<file path="src/sv/ictf_pkg.sv">
// Shared types, widths and constants for the complementary tilt filter.
// No dependencies; imported by every module of the block.
package ictf_pkg;

   localparam int RAW_W   = 16;   // raw sensor field
   localparam int AXIS_W  = 17;   // raw value after negation (+32768 fits)
   localparam int CX_W    = 36;   // CORDIC x/y datapath
   localparam int CZ_W    = 26;   // CORDIC angle, Q16 degrees
   localparam int ANG_W   = 32;   // output angle, Q15.16
   localparam int ROOT_W  = 32;
   localparam int MAG2_W  = 32;
   localparam int ATAN_LEN = 24;
   localparam int STEP_W  = 5;
   localparam int ATAN_W  = 23;
   localparam int GDIV_W  = 18;

   localparam logic [GDIV_W-1:0] GYRO_DIV  = 18'd131000;  // 131 counts/dps * 1000 ms
   localparam int                GYRO_BIAS = 65500;       // rounds half away from zero
   localparam logic signed [CZ_W-1:0] DEG90 = 26'sd5898240;

   // atan(2^-i) in degrees, Q16, rounded to nearest
   function automatic logic [ATAN_W-1:0] atan_q16(input logic [STEP_W-1:0] idx);
      logic [ATAN_W-1:0] v;
      unique case (idx)
         5'd0:  v = 23'd2949120;
         5'd1:  v = 23'd1740967;
         5'd2:  v = 23'd919879;
         5'd3:  v = 23'd466945;
         5'd4:  v = 23'd234379;
         5'd5:  v = 23'd117304;
         5'd6:  v = 23'd58666;
         5'd7:  v = 23'd29335;
         5'd8:  v = 23'd14668;
         5'd9:  v = 23'd7334;
         5'd10: v = 23'd3667;
         5'd11: v = 23'd1833;
         5'd12: v = 23'd917;
         5'd13: v = 23'd458;
         5'd14: v = 23'd229;
         5'd15: v = 23'd115;
         5'd16: v = 23'd57;
         5'd17: v = 23'd29;
         5'd18: v = 23'd14;
         5'd19: v = 23'd7;
         5'd20: v = 23'd4;
         5'd21: v = 23'd2;
         5'd22: v = 23'd1;
         default: v = 23'd0;
      endcase
      return v;
   endfunction

endpackage

</file>
<file path="src/sv/ictf_cdiv.sv">
// Restoring divider by the gyro scale constant, one quotient bit per cycle.
// Depends on ictf_pkg.
module ictf_cdiv #(
   parameter int NUM_W = 41
) (
   input  logic             clock,
   input  logic             reset,
   input  logic             start,
   input  logic [NUM_W-1:0] dividend,
   output logic             busy,
   output logic [NUM_W-1:0] quotient
);
   import ictf_pkg::*;

   localparam int CNT_W = $clog2(NUM_W);

   logic [NUM_W-1:0]  num_ff;   // dividend out at the top, quotient in at the bottom
   logic [GDIV_W-1:0] rem_ff;
   logic [CNT_W-1:0]  cnt_ff;
   logic              busy_ff;

   logic [GDIV_W:0] rem_sh;
   logic            ge;

   assign rem_sh = {rem_ff, num_ff[NUM_W-1]};
   assign ge     = rem_sh >= {1'b0, GYRO_DIV};

   always_ff @(posedge clock) begin
      if (reset) begin
         busy_ff <= 1'b0;
      end else if (start) begin
         busy_ff <= 1'b1;
         num_ff  <= dividend;
         rem_ff  <= '0;
         cnt_ff  <= '0;
      end else if (busy_ff) begin
         num_ff <= {num_ff[NUM_W-2:0], ge};
         rem_ff <= ge ? GDIV_W'(rem_sh - {1'b0, GYRO_DIV}) : rem_sh[GDIV_W-1:0];
         cnt_ff <= cnt_ff + CNT_W'(1);
         if (cnt_ff == CNT_W'(NUM_W - 1)) begin
            busy_ff <= 1'b0;
         end
      end
   end

   assign busy     = busy_ff;
   assign quotient = num_ff;

endmodule

</file>
<file path="config.mk">
export PLATFORM = sky130hd
export DESIGN_NAME = ictf_cdiv
export DESIGN_NICKNAME = d
export VERILOG_FILES = /design/src/sv/ictf_pkg.sv /design/src/sv/ictf_cdiv.sv
export SDC_FILE = /design/constraint.sdc
export NUM_CORES = 1
export LEC_CHECK = 0
export ABC_AREA = 0
export BUFFER_PORTS_ARGS = -buffer_cell sky130_fd_sc_hd__clkbuf_2
export CAP_MARGIN = 20
export CORE_MARGIN = 5
export CORE_UTILIZATION = 36
export CTS_CLUSTER_SIZE = 28
export DETAILED_ROUTE_END_ITERATION = 16
export GPL_TIMING_DRIVEN = 0
export MAX_ROUTING_LAYER = met4
export RECOVER_POWER = 50
export SKIP_CTS_REPAIR_TIMING = 1
export SYNTH_ARGS = -nofsm -noshare
export SYNTH_HDL_FRONTEND = slang
export SYNTH_SLANG_ARGS = --single-unit
</file>
<file path="constraint.sdc">
create_clock -name clock -period 11.2 [get_ports clock]
set_clock_uncertainty 0.05 [all_clocks]
set_input_delay 2.24 -clock clock [delete_from_list [all_inputs] [get_ports clock]]
set_output_delay 2.24 -clock clock [all_outputs]
set_load 0.01 [all_outputs]
</file>
# Word-level counts from Yosys, hierarchy flattened

Cells that the tools add are included.

Mux-type cells: 8
Reduce and logical (&&, ||, !) cells: 2
Eq/ne operators: 1
Bitwise operators: 1
$add $sub $neg: 2
Magnitude comparators: 1

Operator list:

| kind                   | count |
|---|---|
| $mux 41                | 2 |
| $mux 18                | 2 |
| $ge 19x17->1 const B   | 1 |
| $sub 18x17->18 const B | 1 |
| $add 6x1->6 const B    | 1 |
| $eq 6x6->1 const B     | 1 |
| $mux 6                 | 1 |
| $mux 1                 | 3 |
| $reduce_and 2->1       | 1 |
| $reduce_bool 2->1      | 1 |
| $not 1->1              | 1 |

Word-level logic and storage cells: 19
Output and inout port bits: 42
Input port bits: 44
Bits in registers: 66

# Longest topological paths before layout

Word-level depth: 4
Gate-level depth with buffers: 7
Gate-level depth less buffers: 6

# Worst setup path before layout

OpenSTA, ideal clock, no wires.

Kind: input-to-reg
Start: input port start
End: register cnt_ff[0] (enable)
Arrival time: 5602 ps
Cell stages on the path: 4
Data required time: 10662 ps
Path slack: 5060 ps
Cells stage by stage: clkbuf_1 > buf_1 > nor2_1 > nor2_1

Cells in the longest elaborated chain, start to end: 2

RTL lines:

| what                               | line            | source |
|---|---|---|
| start, declared                    | ictf_cdiv.sv:8  | `input logic start,` |
| $reduce_bool 2->1 (no source line) | -               |  |
| $reduce_and 2->1 (no source line)  | -               |  |
| end signal, assigned               | ictf_cdiv.sv:39 | `cnt_ff <= cnt_ff + CNT_W'(1);` |
| end, declared                      | ictf_cdiv.sv:19 | `logic [CNT_W-1:0] cnt_ff;` |

Every way passes these cells.
A chain may end at the register's enable or synchronous reset.

# Final worst setup path

Start: input port start
End: register num_ff[14], in the netlist quotient[14] (enable)

Cells in the longest elaborated chain, start to end: 2

RTL lines:

| what                               | line            | source |
|---|---|---|
| $reduce_bool 2->1 (no source line) | -               |  |
| $reduce_and 2->1 (no source line)  | -               |  |
| end signal, assigned               | ictf_cdiv.sv:33 | `num_ff <= dividend;` |
| end signal, assigned               | ictf_cdiv.sv:37 | `num_ff <= {num_ff[NUM_W-2:0], ge};` |
| end, declared                      | ictf_cdiv.sv:17 | `logic [NUM_W-1:0] num_ff;` |

Every way passes these cells.

==> flow_summary_export.csv <==
group,metric,value,unit
run_status,status,"finished clean",
critical_path,end_kind,"flop",
yosys,yosys.area_share.adder,1.18,%
die,row_count,34,
timing,finalSetupTns,0,ns
drt,ant_nets,0,
drt,wirelength,6600,um
yosys,yosysMostFrequentCell,"edfxtp_1",
yosys,synth_common_cells,"edfxtp_1 (65), mux2_2 (47), nor2_1 (19)",
yosys,synth_compound_area_share,5.84,%
final_layout,antenna-diode-count,0,
final_layout,utilization,45.6,%
global_routing,grt_pass1_vias,2220,
yosys,synthMuxAreaShare,16.7,%
critical_path,critical_path_arrival,4.08,ns
cts,cts_tree,"done",
power_and_ir_drop,total_power,0.584,mW
die,core_area,8640,um2
power_and_ir_drop,p_seq_share,51.8,%
yosys,synthSimpleGateAreaFrac,11.0,%
yosys,synth_xor_xnor_area_share,1.10,%
yosys,ys_seq_elements,66,
die,die_w,104,um
final_layout,synthToLayoutAreaGrowth,24.2,%
place,place_area,3780,um2
critical_path,cp.required,11.18,ns
drt,wire_per_inst,15.1,um
hold_path,hp-class,"flop to flop",
final_layout,multi_input_area,1140,um2
cts,h-tree-depth,3,
timing,fin_ws,7.10,ns
drt,dr.pass1.iters,4,
place,dp_cells,422,
cts,clkSinkCount,66,
power_and_ir_drop,leakage,1.39,nW
yosys,yosys.area.top_type_share,61.6,%
timing,max_freq,244,MHz
timing,rsz0062_at_grt,"false",
cts,cts-root-buf,"clkbuf_8",
hold_path,holdCritStartpoint,"quotient[25]$_DFFE_PP_",
critical_path,r2r_start,"rem_ff[2]$_SDFFCE_PP0P_",
cts,clk_latency,0.34,ns
timing,period_share,36.6,%
yosys,synth_cell_types,35,
timing,tightest_slew,0.561,ns
power_and_ir_drop,peakVddDrop,64.4,uV
critical_path,cp-startpoint,"start",
power_and_ir_drop,p_switching,0.136,mW
place,detailedPlace.worstSlack,6.71,ns
place,dp_hpwl,4670,um
cts,numCtsBuffers,9,
final_layout,instances_no_fill,438,
power_and_ir_drop,power.share.clock,37.2,%
power_and_ir_drop,swShare,23.4,%
yosys,synth_area_leaders,"edfxtp_1 (62%), mux2_2 (17%), nor2b_1 (2.4%), nor2_1 (2.2%), a21oi_1 (1.4%)",
yosys,synth_top_family_by_area,"multiplexers",
power_and_ir_drop,power_density,148,nW/um2
drt,drc,0,
die,dieArea,10800,um2
yosys,yosysSeqAreaShare,62.2,%
final_layout,stdcell_area,3940,um2
timing,finalCriticalPeriod,4.10,ns
timing,whs,0.528,ns
job,maxCapViolCount,0,
yosys,yosysWarnings,0,
yosys,synth_area_leader_cell,"edfxtp_1",
global_routing,grt_usage,12.8,%
final_layout,drive_above_1_share,33.6,%
global_routing,grt_overflow,0,
global_routing,grt_pass1_wl,10900,um
place,place.gp.congestion,0.785,
timing,relSlewSlack,62.5,%
global_routing,antenna_found_initial,0,
timing,setup_viol,0,
timing,finalHoldViolCount,0,
critical_path,crit_type,"input pin to flop",
drt,drtIter0Drc,63,
drt,routed_via_density,4.98,
global_routing,grt_max_degree,32,
yosys,synth-main-ff-cell,"edfxtp_1",
yosys,syn_nets,275,
power_and_ir_drop,intPower,0.448,mW
die,ioPinCount,86,
critical_path,critPathLaunchType,"input pin",
final_layout,seq_area,1970,um2
drt,dr_total_vias,2181,
timing,slew_viol_final,0,
yosys,syn_avg_cell_area,13.9,um2
critical_path,cp_max_fo,31,
yosys,synth_area,3170,um2
yosys,netlist_instances,228,
yosys,synth_edf_count,65,
final_layout,nNetsFinal,372,
cts,cts_buffer_depth,2,
die,start_util,36.7,%
power_and_ir_drop,p_comb_share,11.0,%
yosys,synth-async-reset-ratio,0,%
place,portBuffers,84,
die,die_h,104,um
cts,clk_pin_slew,0.07,ns
final_layout,fill_cells,848,
kinds of logic (layout without fill, tap and decap cells):
logic type,Yosys count,in the layout
DFF,66,66
and+or+nand+nor,66,66
muxes,47,47
AOI/OAI and AO/OA,27,27
buffers and inverters,15,117
xor gates and xnor gates,4,4
adders and majority gates,3,3
power by group through the flow:
stage | registers (mW) | logic, mW | clock network (mW)
after CTS | 0.303 | 0.0682 | 0.225
after global placement | 0.310 | 0.0633 | 0
final | 0.303 | 0.0642 | 0.217
after global routing | 0.305 | 0.0715 | 0.235
after detailed placement | 0.308 | 0.0680 | 0
after floorplan | 0.312 | 0.0350 | 0
state kept, by name, indices dropped and copies added, names as in the netlist:
name,cells
rem_ff,18
quotient,41
busy,1
cnt_ff,6
critical path, stage by stage:
cell      delay [ns]
clkbuf_1        0.39
clkbuf_1        0.49
nor2_1          0.18
nor2_4          0.48
buf_12          0.28
layout make-up:
class	count	share of cell area, %
clock inverter	6	2.07
clock buffer	10	3.24
sequential	66	50.1
timing repair buffer	86	10.5
buffer	12	1.33
multi-input combinational	147	29.0
inverter	3	0.286
tap	108	3.43
final timing paths:
| path | endpoint | slack [ns] | cells past startpoint |
|---|---|---|---|
| setup / recovery | quotient[14]$_DFFE_PP_ | 7.10 | 5 |
| hold / removal | quotient[26]$_DFFE_PP_ | 0.53 | 1 |
| setup reg to reg | rem_ff[7]$_SDFFCE_PP0P_ | 8.71 | 7 |
| hold reg to reg | quotient[26]$_DFFE_PP_ | 0.53 | 1 |
cells in the final DEF, fill, tap and decap left out, drive strengths merged:
cell type  count
a211o          3
a211oi         1
a21boi         1
a21oi         10
a311oi         1
a32o           3
and2           1
and3           2
buf            3
bufinv         2
clkbuf       105
clkinv         3
clkinvlp       1
dfxtp          1
edfxtp        65
ha             3
inv            3
mux2          47
nand2          8
nand3          7
nand4          4
nor2          19
nor2b         12
nor3           4
nor3b          2
nor4           2
nor4bb         1
o21a           2
o21ai          6
or3            2
or4            1
or4b           1
xnor2          2
xor2           2
routing by layer:
layer / track usage (%) / vias up / part of all wire, %
li1: - / 1061 / -
met1: 16.5 / 1035 / 46
met2: 18.5 / 80 / 45
met3: 4.79 / 5 / 8.1
met4: 4.16 / 0 / 1.3
met5: - / - / 0
Note: power is estimated with default switching activity, not from simulation.
