## config.mk

```make
export PLATFORM = sky130hd
export DESIGN_NAME = ictf_isqrt
export DESIGN_NICKNAME = d
export VERILOG_FILES = /design/src/sv/ictf_pkg.sv /design/src/sv/ictf_isqrt.sv
export SDC_FILE = /design/constraint.sdc
export NUM_CORES = 1
export LEC_CHECK = 0
export ABC_AREA = 1
export BUFFER_PORTS_ARGS = -buffer_cell sky130_fd_sc_hd__buf_2
export CAP_MARGIN = 20
export CORE_ASPECT_RATIO = 1.1
export CORE_MARGIN = 8
export CORE_UTILIZATION = 50
export DETAILED_ROUTE_END_ITERATION = 6
export HOLD_SLACK_MARGIN = 0.05
export PLACE_DENSITY = 0.69
export SKIP_LAST_GASP = 1
export SLEW_MARGIN = 25
export SYNTH_ARGS = -nofsm -noshare
export SYNTH_HDL_FRONTEND = slang
export SYNTH_SLANG_ARGS = --single-unit
```

## constraint.sdc

```tcl
create_clock -name clock -period 14.4 [get_ports clock]
set_input_delay 3.6 -clock clock [delete_from_list [all_inputs] [get_ports clock]]
set_output_delay 3.6 -clock clock [all_outputs]
set_load 0.05 [all_outputs]
```

## src/sv/ictf_pkg.sv

```systemverilog
// Shared types, widths and constants for the complementary tilt filter.
// No dependencies; imported by every module of the block.
package ictf_pkg;

   localparam int RAW_W   = 16;   // raw sensor field
   localparam int AXIS_W  = 17;   // raw value after negation (+32768 fits)
   localparam int CX_W    = 36;   // CORDIC x/y datapath
   localparam int CZ_W    = 26;   // CORDIC angle, Q16 degrees
   localparam int ANG_W   = 32;   // output angle, Q15.16
   localparam int ROOT_W  = 32;
   localparam int MAG2_W  = 32;
   localparam int ATAN_LEN = 24;
   localparam int STEP_W  = 5;
   localparam int ATAN_W  = 23;
   localparam int GDIV_W  = 18;

   localparam logic [GDIV_W-1:0] GYRO_DIV  = 18'd131000;  // 131 counts/dps * 1000 ms
   localparam int                GYRO_BIAS = 65500;       // rounds half away from zero
   localparam logic signed [CZ_W-1:0] DEG90 = 26'sd5898240;

   // atan(2^-i) in degrees, Q16, rounded to nearest
   function automatic logic [ATAN_W-1:0] atan_q16(input logic [STEP_W-1:0] idx);
      logic [ATAN_W-1:0] v;
      unique case (idx)
         5'd0:  v = 23'd2949120;
         5'd1:  v = 23'd1740967;
         5'd2:  v = 23'd919879;
         5'd3:  v = 23'd466945;
         5'd4:  v = 23'd234379;
         5'd5:  v = 23'd117304;
         5'd6:  v = 23'd58666;
         5'd7:  v = 23'd29335;
         5'd8:  v = 23'd14668;
         5'd9:  v = 23'd7334;
         5'd10: v = 23'd3667;
         5'd11: v = 23'd1833;
         5'd12: v = 23'd917;
         5'd13: v = 23'd458;
         5'd14: v = 23'd229;
         5'd15: v = 23'd115;
         5'd16: v = 23'd57;
         5'd17: v = 23'd29;
         5'd18: v = 23'd14;
         5'd19: v = 23'd7;
         5'd20: v = 23'd4;
         5'd21: v = 23'd2;
         5'd22: v = 23'd1;
         default: v = 23'd0;
      endcase
      return v;
   endfunction

endpackage

```

## src/sv/ictf_isqrt.sv

```systemverilog
// Bit-serial integer square root of (radicand * 2^32), one root bit per cycle.
// Depends on ictf_pkg.
module ictf_isqrt (
   input  logic                          clock,
   input  logic                          reset,
   input  logic                          start,
   input  logic [ictf_pkg::MAG2_W-1:0]   radicand,
   output logic                          busy,
   output logic [ictf_pkg::ROOT_W-1:0]   root
);
   import ictf_pkg::*;

   logic [MAG2_W-1:0] rad_ff;
   logic [ROOT_W+1:0] rem_ff;
   logic [ROOT_W-1:0] root_ff;
   logic [4:0]        cnt_ff;
   logic              busy_ff;

   logic [ROOT_W+3:0] rem_sh;
   logic [ROOT_W+3:0] trial;
   logic              ge;

   assign rem_sh = {rem_ff, rad_ff[MAG2_W-1 -: 2]};
   assign trial  = {2'b00, root_ff, 2'b01};
   assign ge     = rem_sh >= trial;

   always_ff @(posedge clock) begin
      if (reset) begin
         busy_ff <= 1'b0;
      end else if (start) begin
         busy_ff <= 1'b1;
         rad_ff  <= radicand;
         rem_ff  <= '0;
         root_ff <= '0;
         cnt_ff  <= '0;
      end else if (busy_ff) begin
         // low half of the radicand is zero: zeros shift in behind it
         rad_ff  <= {rad_ff[MAG2_W-3:0], 2'b00};
         rem_ff  <= ge ? (ROOT_W+2)'(rem_sh - trial) : rem_sh[ROOT_W+1:0];
         root_ff <= {root_ff[ROOT_W-2:0], ge};
         cnt_ff  <= cnt_ff + 5'd1;
         if (cnt_ff == 5'(ROOT_W - 1)) begin
            busy_ff <= 1'b0;
         end
      end
   end

   assign busy = busy_ff;
   assign root = root_ff;

endmodule

```

**Yosys cells after proc, flatten, opt, wreduce, memory -nomap -nowiden**

Cells that the tools add are included.

- Register bits: 104
- Input bits: 35
- Output and inout bits: 33
- Logic and storage cells: 21

- $add $sub $neg: 2
- Magnitude comparators: 1
- Eq/ne operators: 1
- Mux-type cells: 9
- Bitwise gates (word level): 1
- Reductions and logical operators: 2

Operator list:

| operator | count |
|---|---|
| $mux W32 | 3 |
| $mux W34 | 2 |
| $ge A36 B34 Y1 | 1 |
| $sub A34 B34 Y34 | 1 |
| $add A5 B1 Y5 const B | 1 |
| $eq A5 B5 Y1 const B | 1 |
| $mux W5 | 1 |
| $mux W1 | 3 |
| $reduce_and A2 Y1 | 1 |
| $reduce_bool A2 Y1 | 1 |
| $not A1 Y1 | 1 |

**Longest topological paths before layout**

Gate-level depths: netlist of the first run.

- Depth after elaboration: 4
- Mapped depth: 17
- Mapped depth without buffers: 17

**Worst setup path after synthesis of the first run**

OpenSTA, ideal clock, no wires.

- Path type: input to register
- From: input start
- To: register cnt_ff[0], enable pin
- Setup time: 566 ps
- Arrival: 8442 ps
- Required time: 13834 ps
- Path slack: 5392 ps
- Cell stages on the path: 4
- Buffers on the path: 2
- Cells stage by stage: clkbuf_1 -> clkbuf_1 -> nor2_1 -> nor2_1

- Cells in the longest elaborated chain, start to end: 2

Ends and longest elaborated chain:

| item | RTL line | RTL |
|---|---|---|
| from (decl) | ictf_isqrt.sv:6 | `input logic start,` |
| $reduce_bool A2 Y1 (no source line) | -- |  |
| $reduce_and A2 Y1 (no source line) | -- |  |
| to (signal assigned) | ictf_isqrt.sv:41 | `cnt_ff <= cnt_ff + 5'd1;` |
| to (decl) | ictf_isqrt.sv:16 | `logic [4:0] cnt_ff;` |

Every way passes these cells.
A chain may end at the register's enable or synchronous reset.

**Worst setup path after layout of the first run**

- From: input start
- To: register root_ff[9], in the netlist root[9], enable pin

- Cells in the longest elaborated chain, start to end: 2

Ends and longest elaborated chain:

| item | RTL line | RTL |
|---|---|---|
| $reduce_bool A2 Y1 (no source line) | -- |  |
| $reduce_and A2 Y1 (no source line) | -- |  |
| to (signal assigned) | ictf_isqrt.sv:40 | `root_ff <= {root_ff[ROOT_W-2:0], ge};` |
| to (decl) | ictf_isqrt.sv:15 | `logic [ROOT_W-1:0] root_ff;` |

Every way passes these cells.

==> results of run 1 <==
critical path, stage by stage:
cell	delay, ps
buf_2	70
buf_4	560
nor2_1	210
nor2_4	380
buf_4	720
layer usage:
| metal | routed length (microns) | global-route usage | vias to the layer above |
|---|---|---|---|
| met5 | 0 | 0 | - |
| met4 | 346 | 0.0692 | 0 |
| met3 | 693 | 0.0336 | 22 |
| met2 | 7520 | 0.313 | 107 |
| met1 | 7680 | 0.237 | 2685 |
| li1 | - | - | 3197 |
flip-flops by register name, indices dropped and copies added (netlist names):
| register | cells |
|---|---|
| busy | 1 |
| cnt_ff | 5 |
| rad_ff | 32 |
| rem_ff | 34 |
| root | 32 |
cells by family (layout without fill, tap and decap cells):
kind of cell | count (synthesis) | in the layout | synth area share
AND/OR/NAND/NOR | 629 | 629 | 0.352
buffers and inverters | 187 | 252 | 0.103
flip-flops | 104 | 104 | 0.437
adder cells (fa/ha/maj) | 36 | 36 | 0.0632
AO/OA/AOI/OAI | 30 | 30 | 0.0228
XOR/XNOR | 18 | 18 | 0.0221
final timing paths:
| path | startpoint | cells after the start | end | slack, ps |
|---|---|---|---|---|
| worst min-delay path | rad_ff[28] | 2 | rad_ff[30] | 510 |
| worst min register to register | rad_ff[28] | 2 | rad_ff[30] | 510 |
| worst max register to register | rem_ff[25] | 14 | rem_ff[33] | 11220 |
| worst max-delay path | start | 5 | root[9] | 8750 |
power groups by stage:
stage               sequential, mW  combinational [mW]  clock, mW
detailed placement           0.383               0.269          0
global route                 0.379               0.309      0.278
finish                       0.376               0.271      0.262
global placement             0.382               0.266          0
floorplan                    0.402               0.190          0
CTS                          0.376               0.271      0.267
stage by stage:
step	hold WS, ps	instance area [sq um]	worst slack, ps	utilization	instances
floorplan	487	7130	5390	-	1004
global placement	493	7610	7880	0.550	1240
detailed placement	497	7610	7820	0.550	1240
CTS	512	7930	8190	0.572	1256
global route	532	7950	8570	0.574	1257
finish	510	7950	8750	0.574	1257
cell usage in the layout, fill, tap and decap left out, drive strengths merged:
master    count
nor4          2
a21boi        1
clkinvlp      1
o21a          1
xor2          1
nand3        18
bufinv        1
buf          71
and2          2
nand3b       11
nand4         5
o21ai         3
ha           36
xnor2        17
nor3b         1
or2           1
clkinv        1
o21bai        2
nor2        143
clkbuf       10
a211oi        1
nand2       435
dfxtp         1
edfxtp      103
inv         168
a21oi        22
nor3         11
layout make-up:
type / count / area share
repair buffers: 71 / 0.0475
flip-flops and latches: 104 / 0.392
well taps: 188 / 0.0296
multi-input cells: 713 / 0.414
clock buffers: 10 / 0.0288
inverters: 165 / 0.0782
clock inverters: 6 / 0.0107
==> results.toml, run 1 <==
[detailed_routing]
vias_per_cell = 4.78
antenna_left = 0
drt_iter0_drc = 419
route.detailed.drc = 0
wl_microns = 16200
vias = 6011
first_pass_iters = 5
wl_per_cell_microns = 12.9

[cts]
post_cts_resized = 0
clkLatencyLatePin_ps = 360
clk_pin_slew_ps = 80
cts_tree = "done"
cts_hold_buf = 0
cts_buffer_depth = 2
root_buffer = "clkbuf_16"
cts_buffers = 9
cts_setup_buffers = 0
h-tree-depth = 3
cts_sinks = 104

[power]
p_leak_nw = 4.21
sequentialPowerShare = 0.413
p_sw_mw = 0.316
p_sw_frac = 0.348
powerDensity_mw_per_mm2 = 114
comb_power_share = 0.298
power_mw = 0.908
p_clk_frac = 0.288
irDropWorstVdd_mv = 0.0663
internal_power_mw = 0.592

[logic_synthesis]
avgSynthCellArea_sq_um = 7.10
synth_top_area_frac = 0.434
synth_edf_count = 103
synth_flop_cell = "edfxtp_1"
synth_cells = 1004
synth_cell_types = 33
synth-seq-cells = 104
syn_nets = 1075
syn_area_sq_mm = 0.00713
async_reset_ff_frac = 0
synthTopCellsByCount = "nand2_1, inv_1, nor2_1, edfxtp_1, ha_1"
synth.most_common_cell = "nand2_1"
synth_top_cell_by_area = "edfxtp_1"
ys_seq_area_frac = 0.437
ys_warn_count = 0
synth.area.top_cells = "edfxtp_1, nand2_1, inv_1"

[run_status]
outcome = "finished clean"

[critical_path]
critPathKind = "input pin to flop"
endpoint_kind = "flop"
worst_ep_arrival_time_ps = 5640
cp_max_fo = 68
cp.required_ps = 14390
cp-start-kind = "input pin"

[flow_run]
drv_cap = 0

[global_route]
antenna_found_initial = 0
grt_pass1_vias = 5924
grt_pass1_wl_microns = 27600
overflow = 0
grt_use_total = 0.188
grt_max_degree = 69

[placed_design]
globalplace.congestion = 0.903
port_buffers = 67
dp_hpwl_microns = 12200

[timing]
rsz0062_at_grt = "false"
fin_crit_ps = 5650
final-setup-viol-count = 0
final.setup.tns_ps = 0
worst_pin_slew_ps = 823
period_share = 0.393
slew_violations = 0
fin_skew_ps = 10.9
relSlewSlack = 0.451
finalHoldViolCount = 0
fmax_mhz = 177

[floorplan]
die_width_microns = 130
coreArea_sq_mm = 0.0139
fp.dieArea_sq_mm = 0.0183
initial_utilization = 0.515
row_count = 45
fp.dieH_microns = 141
ios = 68

[layout]
regArea_sq_mm = 0.00311
area_growth_pct = 11.5
diodes = 0
multi_input_area_sq_mm = 0.00329
num-fill-cells = 1395
final_nets = 1135
drive_above_1_share = 0.0982

[min_path]
min_path_type = "flop to flop"
No activity file was read; power rests on OpenSTA's default activity.
==> run 2, diff against run 1 <==
==> constraint.sdc (replaced) <==
create_clock -name clock -period 5.23 [get_ports clock]
set_input_delay 1.3075 -clock clock [delete_from_list [all_inputs] [get_ports clock]]
set_output_delay 1.3075 -clock clock [all_outputs]
set_load 0.05 [all_outputs]
==> run 2 against run 1 <==
  * Total power grew to 2.7 times the previous value
  * Die area stayed put
  * Sequential share of layout area is 0.18 points higher
  * Design area is 0.46% lower
  * Setup slack worse by 6500 ps
  * First-iteration DRC count is 9.3% lower
  * Clock power grew to 2.5 times the previous value
  * Largest power group unchanged
==> results.toml, run 2 (same netlist as run 1, synthesis figures left out) <==
[detailed_routing]
first_pass_iters = 5
vias = 6013
route.detailed.drc = 0
antenna_left = 0
wl_per_cell_microns = 13.0
met1Wirelength_microns = 7640
drt_iter0_drc = 380
route.met3.wl_microns = 726
vias_per_cell = 4.78
met2_length_microns = 7640
highest_layer = "met4"
wl_microns = 16300

[cts]
post_cts_resized = 0
root_buffer = "clkbuf_16"
h-tree-depth = 3
cts_tree = "done"
cts_setup_buffers = 0
clkLatencyLatePin_ps = 360
cts_sinks = 104
clk_pin_slew_ps = 80
cts_hold_buf = 0
cts_buffer_depth = 2
cts_buffers = 9

[floorplan]
coreArea_sq_mm = 0.0139
fp.dieArea_sq_mm = 0.0183
die_width_microns = 130
fp.dieH_microns = 141
initial_utilization = 0.515
ios = 68
row_count = 45

[global_route]
overflow = 0
grt_pass1_vias = 5771
antenna_found_initial = 0
grt_pass1_wl_microns = 27800
grt_use_total = 0.190
grt_max_degree = 69

[critical_path]
crit_family = "simple AND/OR/NAND/NOR gates"
critPathKind = "flop to flop"
crit_top_cell = "nand2_1"
reg2reg_from = "rem_ff[25]"
r2r_cells = 12
cp-start-kind = "flop"
worst_ep_arrival_time_ps = 3060
crit_chain = "ha_1 > a21oi_1 > nand2_1 > inv_1 > nand2_1 > a21oi_1 > nand4_2 > buf_4 > nand2_1 > nand2_1 > nand2_1 > inv_1"
rrSetupSlack_ps = 2300
critPathBufInv = 3
cp_max_fo = 48
max_stage_delay_ps = 480
crit_slowest_cell = "buf_4"
r2r_end = "rem_ff[33]"
cp.required_ps = 5360
endpoint_kind = "flop"

[timing]
slew_violations = 0
relSlewSlack = 0.439
final.setup.tns_ps = 0
fin_crit_ps = 2930
fmax_mhz = 341
fin_skew_ps = 8.05
worst_pin_slew_ps = 842
final-setup-viol-count = 0
rsz0062_at_grt = "false"
period_share = 0.561
finalHoldViolCount = 0

[power]
irDropWorstVdd_mv = 0.147
p_leak_nw = 4.19
powerDensity_mw_per_mm2 = 309

[placed_design]
globalplace.congestion = 0.899
dp_hpwl_microns = 12400
port_buffers = 67

[run_status]
outcome = "finished clean"

[layout]
diodes = 0
largest_register_ffs = 34
largest-register = "rem_ff"
final_nets = 1135
area_growth_pct = 11.0
final_cell_mix = "nand2_1, inv_1, nor2_1"
drive_above_1_share = 0.0982
fin_util = 0.571
final_common_cell = "nand2_1"

[flow_run]
drv_cap = 0

[min_path]
min_path_type = "flop to flop"
hold_depth = 2
hp-start = "rad_ff[3]"
min_to = "rad_ff[5]"
## run 2: changes by cell type in the layout (fill, tap and decap cells not counted)
cell and delta:
clkinv_4 +1, buf_4 +1, inv_6 +1, bufinv_16 -1, inv_8 -1, buf_12 -1
## run 2: per-stage QoR
stage | instance area, sq um | total power, mW | worst slack, ps | hold WS (ps) | std cells
floorplan | 7130 | 1.63 | 243 | 487 | 1004
global placement | 7620 | 1.79 | 2190 | 491 | 1241
detailed placement | 7620 | 1.79 | 2150 | 501 | 1241
CTS | 7910 | 2.46 | 2240 | 518 | 1257
global route | 7910 | 2.60 | 1960 | 535 | 1257
finish | 7910 | 2.44 | 2300 | 515 | 1257
## run 2: area by class of cell
cell class / count / area (sq um)
Clock buffer: 10 / 229
Clock inverter: 6 / 61.3
Fill cell: 1419 / 5940
Inverter: 165 / 622
Multi-Input combinational cell: 713 / 3290
Sequential cell: 104 / 3110
Tap cell: 188 / 235
Timing Repair Buffer: 71 / 365
## run 2: metal layers
metal	track usage	vias to the layer above
li1	-	3205
met1	0.249	2668
met2	0.308	121
met3	0.0381	19
met4	0.0581	0
met5	0	-
## run 2: how the worst max path moves through the flow
| stage | from | endpoint | slack (ps) | cells past startpoint |
|---|---|---|---|---|
| final | rem_ff[25] | rem_ff[33] | 2300 | 12 |
| after global routing | root[25] | rem_ff[33] | 1960 | 15 |
| after CTS | root[25] | rem_ff[33] | 2240 | 13 |
| after detailed placement | start | rem_ff[11] | 2150 | 4 |
| after global placement | start | root[12] | 2190 | 4 |
| after floorplan | start | cnt_ff[0] | 240 | 4 |
## run 2: tightest hold or removal path: stages (launching register included)
cell and delay (ps):
edfxtp_1 330, nand2_1 50, nand2_1 50
## run 2: power breakdown
group          total [mW]  switching, mW  internal, mW
Sequential           1.04         0.0299          1.01
Combinational       0.741          0.502         0.239
Clock               0.666          0.331         0.335
Total                2.44          0.863          1.58
